### src/hw/rtl/hsv_hsl_to_rgb_converter_defines.svh
// Assertion macros used by the HSV/HSL to RGB converter top level.
`ifndef HSV_HSL_TO_RGB_CONVERTER_DEFINES_SVH
`define HSV_HSL_TO_RGB_CONVERTER_DEFINES_SVH

// Same-cycle implication, disabled while reset is asserted.
`define HSXRGB_ASSERT_IMP(lbl, clk, rst_n, ante, cons, msg) \
    lbl: assert property (@(posedge clk) disable iff (!(rst_n)) (ante) |-> cons) \
        else $error(msg);

// Next-cycle implication, disabled while reset is asserted.
`define HSXRGB_ASSERT_NXT(lbl, clk, rst_n, ante, cons, msg) \
    lbl: assert property (@(posedge clk) disable iff (!(rst_n)) (ante) |=> cons) \
        else $error(msg);

`endif

### src/hw/rtl/hsxrgb_pkg.sv
// Types and constants of the HSV/HSL to RGB converter.
`timescale 1ns / 1ps
`default_nettype none

package hsxrgb_pkg;

    localparam int unsigned FRAC_BITS = 12;
    localparam int unsigned CH_W      = 13;
    localparam int unsigned ONE_INT   = 1 << FRAC_BITS;
    localparam logic [CH_W-1:0] ONE   = ONE_INT[CH_W-1:0];

    // Hue in 1/16 degree: 360 degrees and one 60 degree sector.
    localparam int unsigned HUE_W      = 16;
    localparam int unsigned HUE_FULL   = 5760;
    localparam int unsigned HUE_SECTOR = 960;
    localparam int unsigned HREM_W     = 13;
    localparam int unsigned RAMP_W     = 10;
    localparam int unsigned PROD_W     = CH_W + RAMP_W;

    // x = prod / 960 = (prod >> 6) / 15, the latter as a multiply by
    // ceil(2^19 / 15); exact for every quotient input below 2^19 / 7.
    localparam int unsigned DIV_PRE_SHIFT = 6;
    localparam int unsigned QIN_W         = 16;
    localparam int unsigned RECIP_SHIFT   = 19;
    localparam logic [QIN_W-1:0] RECIP_15 = 16'd34953;

    localparam int unsigned PADDR_W = 3;
    localparam logic REG_IDX_COLOR_MODEL = 1'b0;

    typedef enum logic {
        MODEL_HSV = 1'b0,
        MODEL_HSL = 1'b1
    } t_color_model;

    // Sector names: channel at full chroma, then channel carrying x.
    typedef enum logic [2:0] {
        SEC_RED_GREEN  = 3'd0,
        SEC_GREEN_RED  = 3'd1,
        SEC_GREEN_BLUE = 3'd2,
        SEC_BLUE_GREEN = 3'd3,
        SEC_BLUE_RED   = 3'd4,
        SEC_RED_BLUE   = 3'd5
    } t_hue_sector;

    typedef struct packed {
        logic signed [HUE_W-1:0] hue;
        logic [CH_W-1:0]         saturation;
        logic [CH_W-1:0]         level;
    } t_hsx_req;

    typedef struct packed {
        logic [CH_W-1:0] red;
        logic [CH_W-1:0] green;
        logic [CH_W-1:0] blue;
    } t_rgb_rsp;

    // Per-request values handed from the hue/chroma half to the channel half.
    typedef struct packed {
        logic [CH_W-1:0]   chroma;
        logic [CH_W-1:0]   offset;
        logic [RAMP_W-1:0] ramp;
        t_hue_sector       sector;
    } t_hsx_mid;

endpackage

`default_nettype wire

### src/hw/rtl/hsxrgb_cfg.sv
// APB register file holding the color model select.
`timescale 1ns / 1ps
`default_nettype none

module hsxrgb_cfg (
    input  wire logic                              i_clk,
    input  wire logic                              i_rst_n,
    input  wire logic                              psel,
    input  wire logic                              penable,
    input  wire logic                              pwrite,
    input  wire logic [hsxrgb_pkg::PADDR_W-1:0]    paddr,
    input  wire logic [31:0]                       pwdata,
    output logic [31:0]                            prdata,
    output logic                                   pready,
    output hsxrgb_pkg::t_color_model               o_model
);

    hsxrgb_pkg::t_color_model r_model;
    logic                     reg_hit;

    assign reg_hit = (paddr[hsxrgb_pkg::PADDR_W-1] == hsxrgb_pkg::REG_IDX_COLOR_MODEL);

    always_ff @(posedge i_clk) begin
        if (!i_rst_n) begin
            r_model <= hsxrgb_pkg::MODEL_HSV;
        end else if (psel && penable && pwrite && reg_hit) begin
            r_model <= hsxrgb_pkg::t_color_model'(pwdata[0]);
        end
    end

    assign pready  = 1'b1;
    assign prdata  = reg_hit ? {31'd0, r_model} : 32'd0;
    assign o_model = r_model;

endmodule

`default_nettype wire

### src/hw/rtl/hsxrgb_front.sv
// Front half: hue reduction, chroma multiply, sector, ramp and offset.
`timescale 1ns / 1ps
`default_nettype none

module hsxrgb_front (
    input  wire logic                     i_clk,
    input  wire logic                     i_rst_n,
    input  wire logic                     i_valid,
    input  wire hsxrgb_pkg::t_hsx_req     i_req,
    input  wire hsxrgb_pkg::t_color_model i_model,
    output logic                          o_valid,
    output hsxrgb_pkg::t_hsx_mid          o_mid
);

    localparam int unsigned CW = hsxrgb_pkg::CH_W;
    localparam int unsigned HW = hsxrgb_pkg::HUE_W;
    localparam int unsigned RW = hsxrgb_pkg::HREM_W;
    localparam int unsigned FB = hsxrgb_pkg::FRAC_BITS;
    localparam int unsigned SEC = hsxrgb_pkg::HUE_SECTOR;
    localparam int unsigned TW = RW - 2;
    localparam int unsigned AW = hsxrgb_pkg::RAMP_W;

    // stage 1: absolute hue, clamped saturation and level
    logic                     r1_valid;
    logic [HW-1:0]            r1_habs;
    logic [CW-1:0]            r1_sat;
    logic [CW-1:0]            r1_lvl;
    hsxrgb_pkg::t_color_model r1_model;
    logic [HW-1:0]            hue_u;
    logic [HW-1:0]            n_habs;
    logic [CW-1:0]            n_sat;
    logic [CW-1:0]            n_lvl;

    // stage 2: hue mod 360 degrees and chroma
    logic                     r2_valid;
    logic [RW-1:0]            r2_hrem;
    logic [CW-1:0]            r2_chroma;
    logic [CW-1:0]            r2_lvl;
    hsxrgb_pkg::t_color_model r2_model;
    logic [HW-1:0]            n_hrem;
    logic [CW:0]              twol;
    logic [CW:0]              span;
    logic [CW-1:0]            factor;
    logic [2*CW-1:0]          cprod;

    // stage 3: sector, ramp and offset
    logic                     r3_valid;
    hsxrgb_pkg::t_hsx_mid     r3_mid;
    hsxrgb_pkg::t_hsx_mid     n_mid;
    logic [TW-1:0]            t_pos;

    assign hue_u  = i_req.hue;
    assign n_habs = hue_u[HW-1] ? (~hue_u + HW'(1)) : hue_u;
    assign n_sat  = (i_req.saturation > hsxrgb_pkg::ONE) ? hsxrgb_pkg::ONE : i_req.saturation;
    assign n_lvl  = (i_req.level > hsxrgb_pkg::ONE) ? hsxrgb_pkg::ONE : i_req.level;

    always_ff @(posedge i_clk) begin
        if (!i_rst_n) begin
            r1_valid <= 1'b0;
        end else begin
            r1_valid <= i_valid;
        end
    end

    always_ff @(posedge i_clk) begin
        r1_habs  <= n_habs;
        r1_sat   <= n_sat;
        r1_lvl   <= n_lvl;
        r1_model <= i_model;
    end

    // The largest multiple of 360 degrees not above the hue wins.
    always_comb begin
        n_hrem = r1_habs;
        for (int k = 1; k <= 5; k++) begin
            if (r1_habs >= HW'(k * hsxrgb_pkg::HUE_FULL)) begin
                n_hrem = r1_habs - HW'(k * hsxrgb_pkg::HUE_FULL);
            end
        end
    end

    // HSL span = 1 - |2L - 1|
    assign twol   = {r1_lvl, 1'b0};
    assign span   = (twol >= (CW+1)'(hsxrgb_pkg::ONE_INT))
                    ? ((CW+1)'(2 * hsxrgb_pkg::ONE_INT) - twol) : twol;
    assign factor = (r1_model == hsxrgb_pkg::MODEL_HSL) ? span[CW-1:0] : r1_lvl;
    assign cprod  = (2*CW)'(factor) * (2*CW)'(r1_sat);

    always_ff @(posedge i_clk) begin
        if (!i_rst_n) begin
            r2_valid <= 1'b0;
        end else begin
            r2_valid <= r1_valid;
        end
    end

    always_ff @(posedge i_clk) begin
        r2_hrem   <= n_hrem[RW-1:0];
        r2_chroma <= cprod[FB+CW-1:FB];
        r2_lvl    <= r1_lvl;
        r2_model  <= r1_model;
    end

    always_comb begin
        n_mid = '0;
        if (r2_hrem < RW'(SEC)) begin
            n_mid.sector = hsxrgb_pkg::SEC_RED_GREEN;
        end else if (r2_hrem < RW'(2 * SEC)) begin
            n_mid.sector = hsxrgb_pkg::SEC_GREEN_RED;
        end else if (r2_hrem < RW'(3 * SEC)) begin
            n_mid.sector = hsxrgb_pkg::SEC_GREEN_BLUE;
        end else if (r2_hrem < RW'(4 * SEC)) begin
            n_mid.sector = hsxrgb_pkg::SEC_BLUE_GREEN;
        end else if (r2_hrem < RW'(5 * SEC)) begin
            n_mid.sector = hsxrgb_pkg::SEC_BLUE_RED;
        end else begin
            n_mid.sector = hsxrgb_pkg::SEC_RED_BLUE;
        end

        // position within the 120 degree pair of sectors
        if (r2_hrem >= RW'(4 * SEC)) begin
            t_pos = TW'(r2_hrem - RW'(4 * SEC));
        end else if (r2_hrem >= RW'(2 * SEC)) begin
            t_pos = TW'(r2_hrem - RW'(2 * SEC));
        end else begin
            t_pos = TW'(r2_hrem);
        end

        // ramp = 960 - |t - 960|
        if (t_pos >= TW'(SEC)) begin
            n_mid.ramp = AW'(TW'(2 * SEC) - t_pos);
        end else begin
            n_mid.ramp = AW'(t_pos);
        end

        n_mid.chroma = r2_chroma;
        if (r2_model == hsxrgb_pkg::MODEL_HSL) begin
            n_mid.offset = r2_lvl - (r2_chroma >> 1);
        end else begin
            n_mid.offset = r2_lvl - r2_chroma;
        end
    end

    always_ff @(posedge i_clk) begin
        if (!i_rst_n) begin
            r3_valid <= 1'b0;
        end else begin
            r3_valid <= r2_valid;
        end
    end

    always_ff @(posedge i_clk) begin
        r3_mid <= n_mid;
    end

    assign o_valid = r3_valid;
    assign o_mid   = r3_mid;

endmodule

`default_nettype wire

### src/hw/rtl/hsxrgb_back.sv
// Back half: x = chroma * ramp / 960, sector routing and offset add.
`timescale 1ns / 1ps
`default_nettype none

module hsxrgb_back (
    input  wire logic                 i_clk,
    input  wire logic                 i_rst_n,
    input  wire logic                 i_valid,
    input  wire hsxrgb_pkg::t_hsx_mid i_mid,
    output logic                      o_valid,
    output hsxrgb_pkg::t_rgb_rsp      o_rsp
);

    localparam int unsigned CW = hsxrgb_pkg::CH_W;
    localparam int unsigned PW = hsxrgb_pkg::PROD_W;
    localparam int unsigned QW = hsxrgb_pkg::QIN_W;
    localparam int unsigned PS = hsxrgb_pkg::DIV_PRE_SHIFT;
    localparam int unsigned RS = hsxrgb_pkg::RECIP_SHIFT;

    // stage 4: chroma * ramp
    logic                 r4_valid;
    hsxrgb_pkg::t_hsx_mid r4_mid;
    logic [PW-1:0]        r4_prod;
    logic [PW-1:0]        n_prod;

    // stage 5: divide by 960
    logic                 r5_valid;
    hsxrgb_pkg::t_hsx_mid r5_mid;
    logic [CW-1:0]        r5_x;
    logic [QW-1:0]        q_in;
    logic [2*QW-1:0]      q_prod;

    // stage 6: output
    logic                 r6_valid;
    hsxrgb_pkg::t_rgb_rsp r6_rsp;
    hsxrgb_pkg::t_rgb_rsp n_rsp;
    logic [CW-1:0]        red_b;
    logic [CW-1:0]        green_b;
    logic [CW-1:0]        blue_b;

    assign n_prod = PW'(i_mid.chroma) * PW'(i_mid.ramp);

    always_ff @(posedge i_clk) begin
        if (!i_rst_n) begin
            r4_valid <= 1'b0;
            r5_valid <= 1'b0;
            r6_valid <= 1'b0;
        end else begin
            r4_valid <= i_valid;
            r5_valid <= r4_valid;
            r6_valid <= r5_valid;
        end
    end

    always_ff @(posedge i_clk) begin
        r4_mid  <= i_mid;
        r4_prod <= n_prod;
    end

    assign q_in   = r4_prod[PS+QW-1:PS];
    assign q_prod = (2*QW)'(q_in) * (2*QW)'(hsxrgb_pkg::RECIP_15);

    always_ff @(posedge i_clk) begin
        r5_mid <= r4_mid;
        r5_x   <= q_prod[RS+CW-1:RS];
    end

    always_comb begin
        red_b   = '0;
        green_b = '0;
        blue_b  = '0;
        case (r5_mid.sector)
            hsxrgb_pkg::SEC_RED_GREEN: begin
                red_b   = r5_mid.chroma;
                green_b = r5_x;
            end
            hsxrgb_pkg::SEC_GREEN_RED: begin
                red_b   = r5_x;
                green_b = r5_mid.chroma;
            end
            hsxrgb_pkg::SEC_GREEN_BLUE: begin
                green_b = r5_mid.chroma;
                blue_b  = r5_x;
            end
            hsxrgb_pkg::SEC_BLUE_GREEN: begin
                green_b = r5_x;
                blue_b  = r5_mid.chroma;
            end
            hsxrgb_pkg::SEC_BLUE_RED: begin
                red_b   = r5_x;
                blue_b  = r5_mid.chroma;
            end
            default: begin
                red_b   = r5_mid.chroma;
                blue_b  = r5_x;
            end
        endcase
        n_rsp.red   = red_b + r5_mid.offset;
        n_rsp.green = green_b + r5_mid.offset;
        n_rsp.blue  = blue_b + r5_mid.offset;
    end

    always_ff @(posedge i_clk) begin
        r6_rsp <= n_rsp;
    end

    assign o_valid = r6_valid;
    assign o_rsp   = r6_rsp;

endmodule

`default_nettype wire

### src/hw/rtl/hsv_hsl_to_rgb_converter.sv
// HSV/HSL to RGB converter top level: register port and six-stage pipeline.
// o_strobe marks each result as it leaves the last stage register.
// Throughput: one request per cycle; busy stays low and results are never held off.
// The chroma multiply, the ramp multiply and the reciprocal multiply for the
// divide by 960 are each followed by a register.
// Reset (synchronous, active low) clears all valid bits and selects HSV.
`timescale 1ns / 1ps
`default_nettype none

`include "hsv_hsl_to_rgb_converter_defines.svh"

module hsv_hsl_to_rgb_converter (
    input  wire logic                           i_clk,
    input  wire logic                           i_rst_n,
    input  wire logic                           start,
    output logic                                busy,
    input  wire hsxrgb_pkg::t_hsx_req           i_req,
    output logic                                o_strobe,
    output hsxrgb_pkg::t_rgb_rsp                o_rsp,
    input  wire logic                           psel,
    input  wire logic                           penable,
    input  wire logic                           pwrite,
    input  wire logic [hsxrgb_pkg::PADDR_W-1:0] paddr,
    input  wire logic [31:0]                    pwdata,
    output logic [31:0]                         prdata,
    output logic                                pready
);

    hsxrgb_pkg::t_color_model model;
    hsxrgb_pkg::t_hsx_mid     mid;
    logic                     mid_valid;

    assign busy = 1'b0;

    hsxrgb_cfg u_cfg (
        .i_clk   (i_clk),
        .i_rst_n (i_rst_n),
        .psel    (psel),
        .penable (penable),
        .pwrite  (pwrite),
        .paddr   (paddr),
        .pwdata  (pwdata),
        .prdata  (prdata),
        .pready  (pready),
        .o_model (model)
    );

    hsxrgb_front u_front (
        .i_clk   (i_clk),
        .i_rst_n (i_rst_n),
        .i_valid (start && !busy),
        .i_req   (i_req),
        .i_model (model),
        .o_valid (mid_valid),
        .o_mid   (mid)
    );

    hsxrgb_back u_back (
        .i_clk   (i_clk),
        .i_rst_n (i_rst_n),
        .i_valid (mid_valid),
        .i_mid   (mid),
        .o_valid (o_strobe),
        .o_rsp   (o_rsp)
    );

    `HSXRGB_ASSERT_IMP(a_latency, i_clk, i_rst_n, start && !busy, ##6 o_strobe, "request lost in pipeline")
    `HSXRGB_ASSERT_IMP(a_no_phantom, i_clk, i_rst_n, o_strobe, $past(start && !busy, 6), "result without request")
    `HSXRGB_ASSERT_IMP(a_range, i_clk, i_rst_n, o_strobe, (o_rsp.red <= hsxrgb_pkg::ONE && o_rsp.green <= hsxrgb_pkg::ONE && o_rsp.blue <= hsxrgb_pkg::ONE), "channel above 1.0")

endmodule

`default_nettype wire

### config.mk
export PLATFORM = sky130hd
export DESIGN_NAME = hsv_hsl_to_rgb_converter
export DESIGN_NICKNAME = d
export VERILOG_FILES = /design/src/hw/rtl/hsxrgb_pkg.sv /design/src/hw/rtl/hsxrgb_cfg.sv /design/src/hw/rtl/hsxrgb_front.sv /design/src/hw/rtl/hsxrgb_back.sv /design/src/hw/rtl/hsv_hsl_to_rgb_converter.sv
export VERILOG_INCLUDE_DIRS = /design/src /design/src/hw/rtl
export SDC_FILE = /design/constraint.sdc
export NUM_CORES = 1
export LEC_CHECK = 0
export ABC_CLOCK_PERIOD_IN_PS = 9200
export BUFFER_PORTS_ARGS = -buffer_cell sky130_fd_sc_hd__buf_2
export CAP_MARGIN = 10
export CORE_MARGIN = 2
export CORE_UTILIZATION = 35
export DETAILED_ROUTE_END_ITERATION = 10
export GPL_ROUTABILITY_DRIVEN = 0
export SLEW_MARGIN = 10
export SYNTH_ARGS = -nofsm -noshare
export SYNTH_HDL_FRONTEND = slang
export SYNTH_SLANG_ARGS = --single-unit
### constraint.sdc
create_clock -name i_clk -period 9.2 [get_ports i_clk]
set_input_delay 2.76 -clock i_clk [delete_from_list [all_inputs] [get_ports i_clk]]
set_output_delay 2.76 -clock i_clk [all_outputs]
set_load 0.005 [all_outputs]
==> results.py <==
metrics = {
    "clock_tree": {
        "cts.repair.resized": 0,
        "postCtsHoldBufs": 0,
        "cts_tree": "done",
        "worst_skew_pair.late_latency_ns": 0.55,
        "cts_buffers": 28,
        "max-clock-path-buffers": 3,
        "clk_sink_count": 255,
        "ctsRootBufferMaster": "sky130_fd_sc_hd__clkbuf_16",
        "setup_buffers_after_cts": 0,
        "clk_pin_slew_ns": 0.07,
        "cts.htree.levels": 1,
    },
    "synth": {
        "portion_of_the_post_synthesis_area_used_by_sequential_elements_pct": 23.2,
        "synth.top_cells.by_area": "sky130_fd_sc_hd__dfxtp_1 23%, sky130_fd_sc_hd__fa_1 21%, sky130_fd_sc_hd__ha_1 16%, sky130_fd_sc_hd__inv_1 5.8%, sky130_fd_sc_hd__and2_1 4.7%",
        "netlist_area_um2": 22000,
        "synth_edf_count": 0,
        "synth.distinct_cells": 79,
        "synth_top_cell_by_area": "sky130_fd_sc_hd__dfxtp_1",
        "netlist_instances": 2373,
        "synthesis_stage_register_bit_count": 255,
        "yosysWarningCount": 0,
        "synth-async-reset-ratio_pct": 0,
        "synth_largest_type_area_fraction_pct": 23.2,
        "most_used_flip_flop_cell_after_synthesis": "sky130_fd_sc_hd__dfxtp_1",
        "post_synth.cell_area_avg_um2": 9.27,
    },
    "timing": {
        "grt_setup_unrepaired": "false",
        "final_period_minus_worst_setup_slack_ns": 7.03,
        "layout_setup_ws_ns": 2.17,
        "relative_slew_slack_pct": 45.4,
        "report.final.slew_viol_count": 0,
        "finalSetupTns_ns": 0,
        "worst-slew-pin-transition_ns": 0.818,
        "final-setup-viol-count": 0,
        "fin_crit_sh_pct": 76.4,
        "final_hold_viol_count": 0,
        "skew_ns": 0.0148,
        "fmax_ghz": 0.142,
    },
    "routing": {
        "detailroute.via_count": 15900,
        "route.detailed.vias_per_inst": 4.83,
        "first_iter_violations": 871,
        "postRouteWirelength_um": 46900,
        "dr.pass1.iters": 6,
        "route.antenna.remaining_nets": 0,
        "drt_drc_violations_left": 0,
        "routedWlPerCell_um": 14.3,
    },
    "placed_design": {
        "portBuffers": 90,
        "placement.setup.worst_slack_ns": 2.09,
        "detailedPlacementHpwl_um": 37500,
        "placed_cells_incl_taps": 3231,
    },
    "layout": {
        "multi_input_area_um2": 15200,
        "area_growth_pct": 10.0,
        "final_nets": 3014,
        "final_cells": 3283,
        "utilization_pct": 39.1,
        "share_of_layout_cells_above_drive_strength_1_pct": 7.73,
        "footprint_of_the_flip_flops_and_latches_um2": 5110,
        "fillers": 6115,
    },
    "min_path": {
        "hold-path-endpoint": "u_back.r5_mid[18]",
        "hp-class": "register to register",
        "holdCritStartpoint": "u_back.r4_mid[18]",
        "worstHoldPathCells": 0,
    },
    "worst_setup_path": {
        "critPathRequiredTime_ns": 9.63,
        "worst_r2r_endpoint": "u_front.r2_chroma[9]",
        "critPathMaxStageDelay_ns": 0.64,
        "crit_top_cell": "sky130_fd_sc_hd__fa_1",
        "worstRegToRegCells": 25,
        "critPathKind": "register to register",
        "crit_start": "u_front.r1_lvl[0]",
        "worst-endpoint-arrival_ns": 7.46,
        "worst_path_max_delay_cell": "sky130_fd_sc_hd__a21oi_1",
        "critical_path_buf_inv_count": 4,
        "start_kind": "register",
        "worst_path_dominant_cell_family": "adder cells",
        "maximum_net_fanout_on_the_critical_path": 7,
        "r2r_setup_slack_ns": 2.17,
        "crit_end_category": "register",
        "timing.rr.start": "u_front.r1_lvl[0]",
    },
    "die": {
        "fp.dieArea_um2": 64900,
        "start_util_pct": 35.5,
        "core.rowCount": 91,
        "ioPinCount": 157,
        "fp.coreArea_um2": 61900,
        "chipWidth_um": 255,
        "die_height_um": 255,
    },
    "global_routing": {
        "first_global_vias": 16500,
        "antenna_violations_before_repair": 1,
        "grt_pass1_wl_um": 79200,
        "grt_usage_pct": 14.8,
        "grt_overflow_total": 0,
        "grt_max_degree": 79,
    },
    "run_status": {
        "run_status": "complete, no violations",
    },
    "job": {
        "drv.max_cap_violation_count": 0,
    },
}
## flip-flops by register name, summed over array words and instances, names as in the netlist, 13 cells and up
register,count
u_back.r5_x,13
u_front.r1_habs,16
u_front.r2_chroma,13
u_back.r5_mid,29
u_front.r1_sat,13
u_back.r4_mid,29
u_front.r2_hrem,13
u_front.r2_lvl,13
u_back.o_rsp,39
u_front.r1_lvl,13
u_back.r4_prod,16
u_front.o_mid,39
## cell usage in the layout, fill, tap and decap left out, types with 13 or more instances in the layout
master and n:
sky130_fd_sc_hd__dfxtp_1 254, sky130_fd_sc_hd__a21o_1 27, sky130_fd_sc_hd__conb_1 33, sky130_fd_sc_hd__nor2b_1 60
sky130_fd_sc_hd__buf_4 17, sky130_fd_sc_hd__inv_1 339, sky130_fd_sc_hd__nor3_1 24, sky130_fd_sc_hd__fa_1 226
sky130_fd_sc_hd__a22o_1 25, sky130_fd_sc_hd__ha_1 281, sky130_fd_sc_hd__buf_2 90, sky130_fd_sc_hd__a32o_1 13
sky130_fd_sc_hd__and2_1 165, sky130_fd_sc_hd__nand2_1 224, sky130_fd_sc_hd__o21ai_1 14, sky130_fd_sc_hd__o21a_1 17
sky130_fd_sc_hd__o21ai_0 46, sky130_fd_sc_hd__xor2_1 22, sky130_fd_sc_hd__mux2i_1 15, sky130_fd_sc_hd__nand2b_1 23
sky130_fd_sc_hd__clkbuf_16 29, sky130_fd_sc_hd__xnor2_1 96, sky130_fd_sc_hd__mux2_2 17, sky130_fd_sc_hd__nor2_1 102
sky130_fd_sc_hd__nand3_1 14, sky130_fd_sc_hd__a21oi_1 101
## cell type report
type	count	area share, %
Multi-Input combinational cell	1691	62.7
Tap cell	837	4.32
Sequential cell	255	21.1
Clock inverter	17	1.10
Inverter	341	5.29
Timing Repair Buffer	107	2.39
Clock buffer	33	3.14
Antenna cell	2	0.0207
## synthesized netlist by cell type, drive strengths merged (22+ instances only)
cell type  instances
a21o              27
nor3              24
clkbuf            79
a22o              25
dfxtp            255
nor2             102
buf               38
and2             165
nor2b             60
nand2            224
xnor2             96
a21oi            103
inv              341
ha               281
xor2              22
fa               226
o21ai             61
nand2b            23
## worst register-to-register path, delay by kind of cell, from the launching register on
family | cells | cell delay (ns)
adder cells (fa/ha/maj) | 6 | 2.55
AO/OA/AOI/OAI | 8 | 2.17
AND/OR/NAND/NOR | 5 | 1.25
flip-flops | 1 | 0.38
XOR/XNOR | 2 | 0.28
buffers and inverters | 4 | 0.28
## worst max-delay path by stage
stage,end,cells after the start
floorplan,u_front.r2_chroma[9],26
global placement,u_front.r2_chroma[11],25
detailed placement,u_front.r2_chroma[11],25
CTS,u_front.r2_chroma[11],25
global route,u_front.r2_chroma[9],25
finish,u_front.r2_chroma[9],25
## per-stage QoR
| step | hold WS (ns) | cell area, um2 |
|---|---|---|
| after floorplan | 0.310 | 22100 |
| after global placement | 0.312 | 23200 |
| after detailed placement | 0.312 | 23200 |
| after CTS | 0.323 | 24200 |
| after global routing | 0.325 | 24200 |
| final | 0.323 | 24200 |
## logic make-up after synthesis
| logic type | share of synthesized area (%) |
|---|---|
| simple gates | 14.8 |
| mux | 1.55 |
| flops | 23.2 |
| compound gates | 10.8 |
| fa+ha+maj | 36.5 |
| other cells | 0.0341 |
| buf+inv | 8.38 |
| xor+xnor | 4.70 |
## metal layers
layer	wire length, um	part of all wire, %	vias up	GRT usage, %
li1	-	-	7706	-
met1	21200	45	7744	18.7
met2	22900	49	348	26.1
met3	2020	4.3	63	2.34
met4	809	1.7	0	3.49
met5	0	0	-	0
Power is not shown: default switching activity piles up to over one toggle a cycle in this logic, so the estimate is an artifact.
